==> config.mk <==
export PLATFORM = sky130hd
export DESIGN_NAME = hill_cipher_2x2_stream_unit_flat
export DESIGN_NICKNAME = d
export VERILOG_FILES = /design/src/hdl/hc2_pkg.sv /design/src/hdl/hc2_if.sv /design/src/hdl/hill_cipher_2x2_stream_unit.sv /design/src/hdl/hc2_front.sv /design/src/hdl/hc2_key.sv /design/src/hdl/hc2_back.sv /design/src/flat_wrapper.sv
export SDC_FILE = /design/constraint.sdc
export NUM_CORES = 1
export LEC_CHECK = 0
export BUFFER_PORTS_ARGS = -buffer_cell sky130_fd_sc_hd__buf_2
export CAP_MARGIN = 30
export CELL_PAD_IN_SITES_DETAIL_PLACEMENT = 0
export CELL_PAD_IN_SITES_GLOBAL_PLACEMENT = 1
export CORE_MARGIN = 5
export CORE_UTILIZATION = 25
export CTS_BUF_LIST = sky130_fd_sc_hd__clkbuf_2
export CTS_CLUSTER_DIAMETER = 120
export DETAILED_ROUTE_END_ITERATION = 12
export PLACE_DENSITY = 0.48
export SLEW_MARGIN = 20
export SYNTH_ARGS = -nofsm -noshare
export SYNTH_HDL_FRONTEND = slang
export SYNTH_HIERARCHICAL = 1
export SYNTH_SLANG_ARGS = --single-unit
==> constraint.sdc <==
create_clock -name clk -period 13.7 [get_ports clk]
set_clock_uncertainty 0.1 [all_clocks]
set_input_delay 0 -clock clk [delete_from_list [all_inputs] [get_ports clk]]
set_output_delay 0 -clock clk [all_outputs]
set_load 0.03 [all_outputs]
==> src/hdl/hc2_pkg.sv <==
// Shared types, constants and helper functions for the 2x2 Hill cipher stream unit.
// No dependencies; every other file imports this package.
package hc2_pkg;

	localparam int unsigned LetterW = 5;
	localparam int unsigned CharW   = 8;
	localparam int unsigned OutW    = 7;
	localparam int unsigned CfgIdxW = 3;
	localparam int unsigned CfgDatW = 5;

	localparam logic [LetterW-1:0] ALPHA      = 5'd26;
	localparam logic [LetterW-1:0] PAD_LETTER = 5'd23;   // 'X'
	localparam logic [OutW-1:0]    ASCII_A    = 7'd65;
	localparam logic [CharW-1:0]   UPPER_A    = 8'd65;
	localparam logic [CharW-1:0]   UPPER_Z    = 8'd90;
	localparam logic [CharW-1:0]   LOWER_A    = 8'd97;
	localparam logic [CharW-1:0]   LOWER_Z    = 8'd122;
	localparam logic [OutW-1:0]    ERR_CHAR   = 7'd0;

	// configuration register indexes
	localparam logic [CfgIdxW-1:0] REG_KEY_A     = 3'd0;
	localparam logic [CfgIdxW-1:0] REG_KEY_B     = 3'd1;
	localparam logic [CfgIdxW-1:0] REG_KEY_C     = 3'd2;
	localparam logic [CfgIdxW-1:0] REG_KEY_D     = 3'd3;
	localparam logic [CfgIdxW-1:0] REG_DIRECTION = 3'd4;

	// one completed pair waiting for the arithmetic back end
	typedef struct packed {
		logic [LetterW-1:0] p1;
		logic [LetterW-1:0] p2;
		logic               endf;
	} job_t;

	// working matrix (key or inverse key) and the singular-key flag
	typedef struct packed {
		logic [LetterW-1:0] m00;
		logic [LetterW-1:0] m01;
		logic [LetterW-1:0] m10;
		logic [LetterW-1:0] m11;
		logic               kerr;
	} key_t;

	// reduce a 5-bit residue candidate into 0..25
	function automatic logic [LetterW-1:0] red26(input logic [LetterW-1:0] v);
		logic [LetterW-1:0] r;
		r = (v >= ALPHA) ? (v - ALPHA) : v;
		return r;
	endfunction

	// x mod 26 for x below 4096: reciprocal estimate, then one correction
	function automatic logic [LetterW-1:0] mod26(input logic [11:0] x);
		logic [20:0] prod;
		logic [7:0]  q;
		logic [11:0] r;
		prod = {9'd0, x} * 21'd315;
		q    = prod[20:13];
		r    = x - {4'd0, q} * 12'd26;
		if (r >= 12'd26) begin
			r = r - 12'd26;
		end
		return r[LetterW-1:0];
	endfunction

	// inverse of a residue mod 26; zero where none exists
	function automatic logic [LetterW-1:0] unit_inv(input logic [LetterW-1:0] v);
		logic [LetterW-1:0] r;
		case (v)
			5'd1:    r = 5'd1;
			5'd3:    r = 5'd9;
			5'd5:    r = 5'd21;
			5'd7:    r = 5'd15;
			5'd9:    r = 5'd3;
			5'd11:   r = 5'd19;
			5'd15:   r = 5'd7;
			5'd17:   r = 5'd23;
			5'd19:   r = 5'd11;
			5'd21:   r = 5'd5;
			5'd23:   r = 5'd17;
			5'd25:   r = 5'd25;
			default: r = 5'd0;
		endcase
		return r;
	endfunction

endpackage

==> src/hdl/hc2_if.sv <==
// Valid/ready channel interfaces: character input, result output, configuration writes.
// Depends on hc2_pkg for field widths.
interface hc2_in_if import hc2_pkg::*; ();
	logic               valid;
	logic               ready;
	logic [CharW-1:0]   in_char;
	logic               message_end;
	modport source (output valid, in_char, message_end, input ready);
	modport sink   (input valid, in_char, message_end, output ready);
endinterface

interface hc2_out_if import hc2_pkg::*; ();
	logic               valid;
	logic               ready;
	logic [OutW-1:0]    out_char;
	logic               pair_second;
	logic               key_error;
	logic               end_out;
	modport source (output valid, out_char, pair_second, key_error, end_out, input ready);
	modport sink   (input valid, out_char, pair_second, key_error, end_out, output ready);
endinterface

interface hc2_cfg_if import hc2_pkg::*; ();
	logic               valid;
	logic               ready;
	logic [CfgIdxW-1:0] index;
	logic [CfgDatW-1:0] data;
	modport source (output valid, index, data, input ready);
	modport sink   (input valid, index, data, output ready);
endinterface

==> src/hdl/hill_cipher_2x2_stream_unit.sv <==
// 2x2 Hill cipher (mod 26) over a character stream, one byte per input item. Non-letters are
// dropped, letters are upper-cased and paired; each pair gives two result letters (K*P when
// encrypting, inverse key when decrypting), or one error item when decrypting with a singular
// key. An item flagged message_end pads a pending letter with X. Timing: the front end takes
// one input item per cycle while its two-entry pair queue has room; the back end drives the
// single output register one result item at a time and holds each pair until its last item
// is out (only the error item on a key error). After every configuration write the back end
// starts no new pair until the key setup pipeline has settled; items are still taken during
// that time. Configuration writes are always ready.
// Depends on hc2_pkg, hc2_if, hc2_front, hc2_key, hc2_back.
module hill_cipher_2x2_stream_unit import hc2_pkg::*; (
	input  logic      clk,
	input  logic      arst_n,
	hc2_in_if.sink    in_ch,
	hc2_out_if.source out_ch,
	hc2_cfg_if.sink   cfg
);

	// configuration registers, raw as written
	logic [LetterW-1:0] key_a_q, key_b_q, key_c_q, key_d_q;
	logic               direction_q;
	// cycles left until the key pipeline reflects the last write
	logic [1:0]         settle_q;

	logic               cfg_wr;
	logic               job_valid;
	logic               job_pop;
	job_t               job;
	key_t               key;

	assign cfg.ready = 1'b1;
	assign cfg_wr    = cfg.valid && cfg.ready;

	// register bank: writes to unknown indexes are dropped
	always_ff @(posedge clk or negedge arst_n) begin
		if (!arst_n) begin
			key_a_q     <= 5'd1;
			key_b_q     <= 5'd0;
			key_c_q     <= 5'd0;
			key_d_q     <= 5'd1;
			direction_q <= 1'b0;
			settle_q    <= 2'd3;
		end else begin
			if (cfg_wr) begin
				case (cfg.index)
					REG_KEY_A:     key_a_q     <= cfg.data;
					REG_KEY_B:     key_b_q     <= cfg.data;
					REG_KEY_C:     key_c_q     <= cfg.data;
					REG_KEY_D:     key_d_q     <= cfg.data;
					REG_DIRECTION: direction_q <= cfg.data[0];
					default:       ;
				endcase
			end
			// restart the settle window on any write, else count down
			if (cfg_wr) begin
				settle_q <= 2'd3;
			end else if (settle_q != 2'd0) begin
				settle_q <= settle_q - 2'd1;
			end
		end
	end

	// front: filter, pair and queue
	hc2_front u_front (
		.clk       (clk),
		.arst_n    (arst_n),
		.in_ch     (in_ch),
		.job_valid (job_valid),
		.job       (job),
		.job_pop   (job_pop)
	);

	// key setup: reduced key or inverse key, plus singular flag
	hc2_key u_key (
		.clk       (clk),
		.key_a     (key_a_q),
		.key_b     (key_b_q),
		.key_c     (key_c_q),
		.key_d     (key_d_q),
		.direction (direction_q),
		.key       (key)
	);

	// back: multiply, reduce and hand out letters one per cycle while the output accepts them
	hc2_back u_back (
		.clk       (clk),
		.arst_n    (arst_n),
		.job_valid (job_valid),
		.job       (job),
		.job_pop   (job_pop),
		.key       (key),
		.key_busy  (settle_q != 2'd0),
		.out_ch    (out_ch)
	);

endmodule

==> src/hdl/hc2_front.sv <==
// Front end: accepts characters, filters and pairs letters, queues completed pairs.
// Depends on hc2_pkg and hc2_in_if.
module hc2_front import hc2_pkg::*; (
	input  logic         clk,
	input  logic         arst_n,
	hc2_in_if.sink       in_ch,
	output logic         job_valid,
	output job_t         job,
	input  logic         job_pop
);

	logic [LetterW-1:0] held_letter_q;
	logic               held_valid_q;
	job_t               fifo_q [2];
	logic               wr_ptr_q;
	logic               rd_ptr_q;
	logic [1:0]         count_q;

	logic               accept;
	logic               is_letter;
	logic [LetterW-1:0] letter;
	logic               push;
	job_t               push_job;
	logic [CharW-1:0]   ofs;

	always_comb begin
		ofs       = '0;
		is_letter = 1'b0;
		if (in_ch.in_char >= UPPER_A && in_ch.in_char <= UPPER_Z) begin
			is_letter = 1'b1;
			ofs       = in_ch.in_char - UPPER_A;
		end else if (in_ch.in_char >= LOWER_A && in_ch.in_char <= LOWER_Z) begin
			is_letter = 1'b1;
			ofs       = in_ch.in_char - LOWER_A;
		end
		letter = ofs[LetterW-1:0];
	end

	assign in_ch.ready = (count_q != 2'd2);
	assign accept      = in_ch.valid && in_ch.ready;

	always_comb begin
		push          = 1'b0;
		push_job.p1   = held_letter_q;
		push_job.p2   = letter;
		push_job.endf = in_ch.message_end;
		if (accept) begin
			if (is_letter && held_valid_q) begin
				push = 1'b1;
			end else if (is_letter && in_ch.message_end) begin
				push        = 1'b1;
				push_job.p1 = letter;
				push_job.p2 = PAD_LETTER;
			end else if (!is_letter && in_ch.message_end && held_valid_q) begin
				push        = 1'b1;
				push_job.p2 = PAD_LETTER;
			end
		end
	end

	always_ff @(posedge clk or negedge arst_n) begin
		if (!arst_n) begin
			held_valid_q <= 1'b0;
			wr_ptr_q     <= 1'b0;
			rd_ptr_q     <= 1'b0;
			count_q      <= 2'd0;
		end else begin
			if (accept) begin
				if (push) begin
					held_valid_q <= 1'b0;
				end else if (is_letter) begin
					held_valid_q <= 1'b1;
				end
			end
			if (push) begin
				wr_ptr_q <= ~wr_ptr_q;
			end
			if (job_pop) begin
				rd_ptr_q <= ~rd_ptr_q;
			end
			case ({push, job_pop})
				2'b10:   count_q <= count_q + 2'd1;
				2'b01:   count_q <= count_q - 2'd1;
				default: count_q <= count_q;
			endcase
		end
	end

	always_ff @(posedge clk) begin
		if (accept && is_letter && !push) begin
			held_letter_q <= letter;
		end
		if (push) begin
			fifo_q[wr_ptr_q] <= push_job;
		end
	end

	assign job_valid = (count_q != 2'd0);
	assign job       = fifo_q[rd_ptr_q];

endmodule

==> src/hdl/hc2_key.sv <==
// Key setup pipeline: reduces the key, forms the inverse matrix for decrypt, flags singular keys.
// Depends on hc2_pkg.
module hc2_key import hc2_pkg::*; (
	input  logic               clk,
	input  logic [LetterW-1:0] key_a,
	input  logic [LetterW-1:0] key_b,
	input  logic [LetterW-1:0] key_c,
	input  logic [LetterW-1:0] key_d,
	input  logic               direction,
	output key_t               key
);

	logic [LetterW-1:0] a_s1, b_s1, c_s1, d_s1;
	logic [9:0]         ad_s1, bc_s1;
	logic               dir_s1;
	logic [LetterW-1:0] a_s2, b_s2, c_s2, d_s2, nb_s2, nc_s2, inv_s2;
	logic               dir_s2;
	key_t               key_s3;

	logic [LetterW-1:0] ra, rb, rc, rd;

	assign ra = red26(key_a);
	assign rb = red26(key_b);
	assign rc = red26(key_c);
	assign rd = red26(key_d);

	always_ff @(posedge clk) begin
		a_s1   <= ra;
		b_s1   <= rb;
		c_s1   <= rc;
		d_s1   <= rd;
		ad_s1  <= ra * rd;
		bc_s1  <= rb * rc;
		dir_s1 <= direction;

		a_s2   <= a_s1;
		b_s2   <= b_s1;
		c_s2   <= c_s1;
		d_s2   <= d_s1;
		nb_s2  <= (b_s1 == '0) ? '0 : (ALPHA - b_s1);
		nc_s2  <= (c_s1 == '0) ? '0 : (ALPHA - c_s1);
		inv_s2 <= unit_inv(mod26({2'b00, ad_s1} + 12'd676 - {2'b00, bc_s1}));
		dir_s2 <= dir_s1;

		if (dir_s2) begin
			key_s3.m00  <= mod26({7'd0, inv_s2} * {7'd0, d_s2});
			key_s3.m01  <= mod26({7'd0, inv_s2} * {7'd0, nb_s2});
			key_s3.m10  <= mod26({7'd0, inv_s2} * {7'd0, nc_s2});
			key_s3.m11  <= mod26({7'd0, inv_s2} * {7'd0, a_s2});
			key_s3.kerr <= (inv_s2 == '0);
		end else begin
			key_s3.m00  <= a_s2;
			key_s3.m01  <= b_s2;
			key_s3.m10  <= c_s2;
			key_s3.m11  <= d_s2;
			key_s3.kerr <= 1'b0;
		end
	end

	assign key = key_s3;

endmodule

==> src/hdl/hc2_back.sv <==
// Back end: takes queued pairs, forms the matrix products and serializes the result letters.
// Depends on hc2_pkg and hc2_out_if.
module hc2_back import hc2_pkg::*; (
	input  logic         clk,
	input  logic         arst_n,
	input  logic         job_valid,
	input  job_t         job,
	output logic         job_pop,
	input  key_t         key,
	input  logic         key_busy,
	hc2_out_if.source    out_ch
);

	logic        v_s1;
	logic [10:0] sum1_s1, sum2_s1;
	logic        endf_s1;
	logic        kerr_s1;
	logic        phase_q;

	logic        out_v_q;
	logic [OutW-1:0] out_char_q;
	logic        pair_second_q, key_error_q, end_out_q;

	logic        emit, done, load;

	assign emit    = v_s1 && (!out_v_q || out_ch.ready);
	assign done    = emit && (kerr_s1 || phase_q);
	assign load    = job_valid && !key_busy && (!v_s1 || done);
	assign job_pop = load;

	always_ff @(posedge clk or negedge arst_n) begin
		if (!arst_n) begin
			v_s1    <= 1'b0;
			phase_q <= 1'b0;
			out_v_q <= 1'b0;
		end else begin
			if (load) begin
				v_s1 <= 1'b1;
			end else if (done) begin
				v_s1 <= 1'b0;
			end
			if (done) begin
				phase_q <= 1'b0;
			end else if (emit) begin
				phase_q <= 1'b1;
			end
			if (emit) begin
				out_v_q <= 1'b1;
			end else if (out_ch.ready) begin
				out_v_q <= 1'b0;
			end
		end
	end

	always_ff @(posedge clk) begin
		if (load) begin
			sum1_s1 <= {6'd0, key.m00} * {6'd0, job.p1} + {6'd0, key.m01} * {6'd0, job.p2};
			sum2_s1 <= {6'd0, key.m10} * {6'd0, job.p1} + {6'd0, key.m11} * {6'd0, job.p2};
			endf_s1 <= job.endf;
			kerr_s1 <= key.kerr;
		end
		if (emit) begin
			end_out_q <= endf_s1;
			if (kerr_s1) begin
				out_char_q    <= ERR_CHAR;
				pair_second_q <= 1'b1;
				key_error_q   <= 1'b1;
			end else if (phase_q) begin
				out_char_q    <= ASCII_A + OutW'(mod26({1'b0, sum2_s1}));
				pair_second_q <= 1'b1;
				key_error_q   <= 1'b0;
			end else begin
				out_char_q    <= ASCII_A + OutW'(mod26({1'b0, sum1_s1}));
				pair_second_q <= 1'b0;
				key_error_q   <= 1'b0;
			end
		end
	end

	assign out_ch.valid       = out_v_q;
	assign out_ch.out_char    = out_char_q;
	assign out_ch.pair_second = pair_second_q;
	assign out_ch.key_error   = key_error_q;
	assign out_ch.end_out     = end_out_q;

endmodule
==> src/flat_wrapper.sv <==
// flat-port wrapper written by rule: the top's interface ports become plain ports
module hill_cipher_2x2_stream_unit_flat import hc2_pkg::*;
  (clk, arst_n, in_ch_valid, in_ch_in_char, in_ch_message_end, in_ch_ready, out_ch_valid, out_ch_out_char, out_ch_pair_second, out_ch_key_error, out_ch_end_out, out_ch_ready, cfg_valid, cfg_index, cfg_data, cfg_ready);
  hc2_in_if in_ch_i ();
  hc2_out_if out_ch_i ();
  hc2_cfg_if cfg_i ();
  input  logic clk;
  input  logic arst_n;
  input wire logic [$bits(in_ch_i.valid)-1:0] in_ch_valid;
  input wire logic [$bits(in_ch_i.in_char)-1:0] in_ch_in_char;
  input wire logic [$bits(in_ch_i.message_end)-1:0] in_ch_message_end;
  output wire logic [$bits(in_ch_i.ready)-1:0] in_ch_ready;
  output wire logic [$bits(out_ch_i.valid)-1:0] out_ch_valid;
  output wire logic [$bits(out_ch_i.out_char)-1:0] out_ch_out_char;
  output wire logic [$bits(out_ch_i.pair_second)-1:0] out_ch_pair_second;
  output wire logic [$bits(out_ch_i.key_error)-1:0] out_ch_key_error;
  output wire logic [$bits(out_ch_i.end_out)-1:0] out_ch_end_out;
  input wire logic [$bits(out_ch_i.ready)-1:0] out_ch_ready;
  input wire logic [$bits(cfg_i.valid)-1:0] cfg_valid;
  input wire logic [$bits(cfg_i.index)-1:0] cfg_index;
  input wire logic [$bits(cfg_i.data)-1:0] cfg_data;
  output wire logic [$bits(cfg_i.ready)-1:0] cfg_ready;
  assign in_ch_i.valid = in_ch_valid;
  assign in_ch_i.in_char = in_ch_in_char;
  assign in_ch_i.message_end = in_ch_message_end;
  assign in_ch_ready = in_ch_i.ready;
  assign out_ch_valid = out_ch_i.valid;
  assign out_ch_out_char = out_ch_i.out_char;
  assign out_ch_pair_second = out_ch_i.pair_second;
  assign out_ch_key_error = out_ch_i.key_error;
  assign out_ch_end_out = out_ch_i.end_out;
  assign out_ch_i.ready = out_ch_ready;
  assign cfg_i.valid = cfg_valid;
  assign cfg_i.index = cfg_index;
  assign cfg_i.data = cfg_data;
  assign cfg_ready = cfg_i.ready;
  hill_cipher_2x2_stream_unit u_core (.clk(clk), .arst_n(arst_n), .in_ch(in_ch_i), .out_ch(out_ch_i), .cfg(cfg_i));
endmodule
After elaboration in Yosys (flattened, before gate mapping)
Memory sizes are Yosys's and may differ from the RTL's. A register that Yosys moved wholly into a read port is not among the register bits. Cells that the tools add are included.

Add/sub/neg operators: 31. Multiply operators: 24. $lt $le $gt $ge: 15. Eq/ne operators: 7. Mux-type cells: 47. Bitwise gates (word level): 2. Reduce and logical (&&, ||, !) cells: 39.

Operators by type and width (count): $mux 5 (22); $mul 5x5->10 (10); $ge 12x5->1 const B (7); $mul 10x9->19 const B (4); $sub 5x5->5 const B (11); $sub 10x11->12 (4); $mul 11x9->20 const B (2); $mul 6x4->10 const B (4); $sub 11x12->12 (2); $add 10x10->11 (2); $mul 7x4->11 const B (2); $mul 12x9->21 const B (1); $mux 21 (1); $ge 5x5->1 const B (4); $mux 10 (2); $mux 1 (18); $ge 8x7->1 const B (2); $le 8x7->1 const B (2); $reduce_bool 2->1 (8); $logic_not 5->1 (3); $add 7x5->7 const A (2); $logic_and 1x1->1 (13); $reduce_and 2->1 (6); $sub 11x10->12 (1); other kinds (20) (32).

Bits in registers: 163. RAM bits: 22. Memory bits (read-only): 160. Input bits: 22. Output and inout bits: 13. Logic and storage cells: 208. Memories: 2.

Memory list: (name not given) (words 32, bits a word 5, read ports 1, clocked after Yosys merged registers in 1, wr ports 0, RTL line hc2_pkg.sv:67) `case (v)`; u_core.u_front.fifo_q (words 2, bits a word 11, read ports 1, clocked after Yosys merged registers in 0, wr ports 1, RTL line hc2_front.sv:14) `job_t fifo_q [2];`.

Depth between registers and ports, before layout
Depth after elaboration: 13. Depth in mapped cells: 52. Mapped depth without buffers: 51.

By module
The synthesis kept the hierarchy.

Modules (own cells, without submodules): hc2_key (instances 1, cells each 2354, area each 20766.2 um^2, seq. area each 1961.9 um^2); hc2_back (instances 1, cells each 1179, area each 10699.0 um^2, seq. area each 1096.1 um^2); hc2_front (instances 1, cells each 117, area each 1554.0 um^2, seq. area each 935.9 um^2); hill_cipher_2x2_stream_unit (instances 1, cells each 60, area each 957.2 um^2, seq. area each 580.6 um^2).

Least setup slack after synthesis
No wires, ideal clock.

Path type: register -> register. Start point: register u_core.u_key.inv_s2[1]. End point: register u_core.u_key.key_s3, in the netlist u_core/u_key/key[3]. Setup time: 0.121 ns. Data arrival time: 10.888 ns. Required time: 13.479 ns. Setup slack: 2.591 ns. Cell stages (with the launch flop): 48. Path buffers: 1. Clock period less this slack: 11.109 ns. Cell sequence: dfxtp_1 -> clkbuf_1 -> nand2_1 -> fa_1 -> fa_1 -> inv_1 -> fa_1 -> ha_1 -> a21oi_1 -> o21bai_1 -> a21oi_1 -> o21bai_1 -> a21oi_1 -> xor2_1 -> inv_1 -> fa_1 -> fa_1 -> inv_1 -> (+12 left out) -> inv_1 -> fa_1 -> inv_1 -> ha_1 -> a21o_1 -> a21oi_1 -> o21bai_1 -> a21oi_1 -> xor2_1 -> ha_1 -> nand2b_1 -> a211o_1 -> maj3_2 -> a311o_1 -> a22oi_2 -> nand4_2 -> mux2i_1 -> mux2_2.

Cells in the longest elaborated chain, start to end: 7. Elaborated cells between the ends (all ways): 8. Those cells by class: add/sub (2); mul (3); order compare (1); mux (2).

RTL lines: start, declared (RTL line hc2_key.sv:16) `logic [LetterW-1:0] a_s2, b_s2, c_s2, d_s2, nb_s2, nc_s2, inv_s2;`; $mul 5x5->10 * (RTL line hc2_key.sv:49) `key_s3.m11 <= mod26({7'd0, inv_s2} * {7'd0, a_s2});`; $mul 10x9->19 (RTL line hc2_pkg.sv:55) `prod = {9'd0, x} * 21'd315;`; $mul 6x4->10 (RTL line hc2_pkg.sv:57) `r = x - {4'd0, q} * 12'd26;`; $sub 10x11->12 * (RTL line hc2_pkg.sv:57); $ge 12x5->1 or $sub 5x5->5 (tied branches) (RTL line hc2_pkg.sv:58, hc2_pkg.sv:59); $mux 5 * (RTL line hc2_pkg.sv:58) `if (r >= 12'd26) begin`; $mux 21 * (RTL line hc2_key.sv:45) `if (dir_s2) begin`; end, declared (RTL line hc2_key.sv:18) `key_t key_s3;`.

Mark *: on every way between the ends. The rest lies on a longest branch, timed or not. A chain may end at the register's enable or synchronous reset.

Worst setup path after layout
Start point: register u_core.u_key.inv_s2[0]. End point: register u_core.u_key.key_s3, in the netlist u_core/u_key/key[3].

Same word-level chain as after synthesis.

==> metrics <==
die height around 380 um; fin. max-slew vios 0; vias in the first global route 24.8k; multi-input logic area between 20000 and 30000 sq um; crit-path max FO 21; CTS buffer count 17; Final Cycle Share between 80% and 90%; synth warn 6; Max Cap Viol 0; status finished clean; Crit path depth 46; Setup Buffers After CTS 0; GRT Total Usage 11.2%; DIE AREA around 140000 sq um; Avg WL per Cell 14.0 um; CP Launch Type register; register bit count reported by yosys 190; initial core utilization 25.1%; layout cells sized above 1 between 5 and 6%; Post-Synth XOR/XNOR Area 5.82%; Non-Filler Instances 5595; hold depth 5; Main synth FF type dfxtp_1; CP max stage delay between 700 and 800 ps; Post-Synth Simple-Gate Area 11.6%; worst skew pair latency 1020 ps; adder-cell share of the synthesized area 46.2%; DRC viols 0; via count ~24k; largest net degree at the start of global routing 32; number of detailed-route iterations in the first pass 5; Fmax 0.0826 GHz; CTS Sinks 190; GR Overflow Total 0; Row Count 135; Post-synth EDFFs 61; largest family of logic cells by synthesized area adder cells; Tmin final 12100 ps; Buf+Inv Stages, Crit Path 6; Rel. slew slack 41.0%; worst-case clock buffer depth 2; CTS tree done; slowest CP cell dfxtp_1; IO Pins 35; Seq. cell area between 4000 and 5000 sq um; Antenna Nets Post-Route 0; Detailed Route Iter0 Violations 763; crit end category register; core footprint between 100000 and 150000 sq um; Slew @ Worst Pin just under 900 ps; Area growth, synth to finish 9.45%; IO buf count 33; CP Class register to register; Mapped Nets 4772; sequential-to-total area share from yosys stat 13.5%; hold_buf cts 59; Reg clk slew, reported paths 340 ps; Via density 4.24; RSZ-0062 raised after global routing false; Compound-Gate Fraction of Synth Area a little over a tenth; CTS resizes 0; Avg Cell Area, Syn 9.16 sq um; mux cell area share after synthesis between 2 and 2.5%; antenna violations before repair 2; WP data required 14500 ps; Register-to-Register Path Depth 46; Placed Instances 5499; Filler cells between 10k and 15k; WL final 78100 um; Die X 379 um; setup_tns 0 ps; Final GP Congestion 0.749; H-Tree Depth 4; Synth cell types 121; CP arrival 12900 ps; Layout Nets between 4k and 5k; Cells after Synth approximately 3.7k; root buffer cell clkbuf_2; DP HPWL 67100 um; CP delay by family, top adder cells; first-pass GRT wire length 130000 um; Final setup viols 0; ys async rst share around 16%; Cell Area, Synth 34000 sq um; Final Hold Viols 0; Min-Delay Path Class input port to register
==> layout make-up <==
class / instances / area share [%]
Multi-Input combinational cell: 2621 / 70.0
Antenna cell: 3 / 0.0202
Clock buffer: 17 / 0.229
Clock inverter: 15 / 0.380
Tap cell: 1781 / 5.99
Sequential cell: 190 / 12.3
Inverter: 854 / 8.62
Timing Repair Buffer: 114 / 2.50
==> placed cells by master, fill, tap and decap left out, drive strengths merged, types with 10 or more instances in the layout <==
cell type,netlist,routed
edfxtp,61,61
nor4,13,13
nor2,123,123
a21o,56,56
xnor2,137,137
fa,345,345
mux2i,15,15
dlygate4sd3,0,58
and3,19,19
a31oi,13,13
and2,149,149
a211oi,24,24
nor3,47,47
a211o,11,11
xor2,78,78
or2,15,15
o21a,30,30
buf,9,55
nand2b,34,34
a21oi,177,177
o211ai,17,17
o31ai,18,18
o21ai,91,91
nand3,36,36
clkbuf,36,18
mux2,47,47
a21boi,10,10
ha,695,695
o21bai,39,39
nor2b,34,34
inv,854,862
nand2,207,207
dfxtp,98,98
dfrtp,27,27
==> flip-flops by register name, summed over array words and instances (netlist names), 7 cells and up <==
name / cells
u_core/u_key/bc_s1: 10
u_core/u_key/ad_s1: 10
u_core/u_front/fifo_q: 22
u_core/u_back/sum2_s1: 11
u_core/u_back/sum1_s1: 11
u_core/u_key/key: 21
u_core/u_back/out_ch.out_char: 7
==> tightest hold or removal path: cells and delay by family <==
family / cells / cell delay (ps)
buf+inv: 3 / 1140
simple gates: 2 / 190
==> per-layer routing <==
layer	part of all wire, %	vias up	wire [um]	GRT usage [%]
li1	-	12306	-	-
met1	51	11260	39700	15.8
met2	47	117	36800	19.0
met3	1.1	31	856	0.829
met4	0.91	0	707	1.88
met5	0	-	0	0
==> synthesized netlist by cell type (8+ instances only) <==
master / n / share of area (%)
inv_1: 852 / 9.4
ha_1: 695 / 26
fa_1: 345 / 20
nand2_1: 205 / 2.3
a21oi_1: 172 / 2.5
and2_1: 149 / 2.7
xnor2_1: 134 / 3.5
nor2_1: 122 / 1.3
dfxtp_1: 98 / 5.8
o21ai_0: 77 / 1.1
xor2_1: 76 / 2.0
edfxtp_1: 61 / 5.4
a21o_1: 56 / 1.2
nor3_1: 45 / 0.66
mux2_2: 41 / 1.4
o21bai_1: 39 / 0.86
nand3_1: 36 / 0.53
clkbuf_1: 35 / 0.39
nand2b_1: 34 / 0.63
nor2b_1: 34 / 0.63
o21a_1: 30 / 0.66
dfrtp_1: 27 / 2.0
a211oi_1: 19 / 0.42
and3_1: 18 / 0.33
o211ai_1: 17 / 0.38
o31ai_1: 16 / 0.35
mux2i_1: 14 / 0.41
a31oi_1: 12 / 0.22
o21ai_1: 12 / 0.18
nor4_1: 11 / 0.20
a211o_1: 10 / 0.26
or2_2: 10 / 0.18
nand3b_1: 9 / 0.20
or3_1: 8 / 0.15
==> cells by family after synthesis <==
family,after synthesis
adders and majority gates,1048
and+or+nand+nor,742
buffers and inverters,899
AOI/OAI and AO/OA,552
muxes,62
other,1
xor gates and xnor gates,216
DFF,190
==> stage by stage <==
stage          util (%)  worst slack (ps)  hold slack (ps)  instance area (sq um)
2_1_floorplan         -              2590             -396                  34000
3_3_place_gp       26.8              1660             76.8                  36300
3_5_place_dp       26.9              1550             83.0                  36300
4_1_cts            27.5              1440             20.8                  37200
5_1_grt            27.5               684              160                  37200
6_report           27.5              1600              234                  37200
==> worst paths after layout <==
check	slack [ps]	startpoint	end
setup / recovery	1600	u_core/u_key/inv_s2[0]	u_core/u_key/key[3]
hold / removal	230	out_ch_ready	u_core/u_back/out_ch.valid
setup reg to reg	1600	u_core/u_key/inv_s2[0]	u_core/u_key/key[3]
hold reg to reg	240	u_core/u_key/a_s1[1]	u_core/u_key/a_s2[1]
max in group asynchronous	12770	arst_n	u_core/settle_q[0]
min in group asynchronous	400	arst_n	u_core/u_back/phase_q
Power is left out: the tool's default activity adds up to more than one toggle a clock period on the data nets, which glitch-free logic cannot reach.
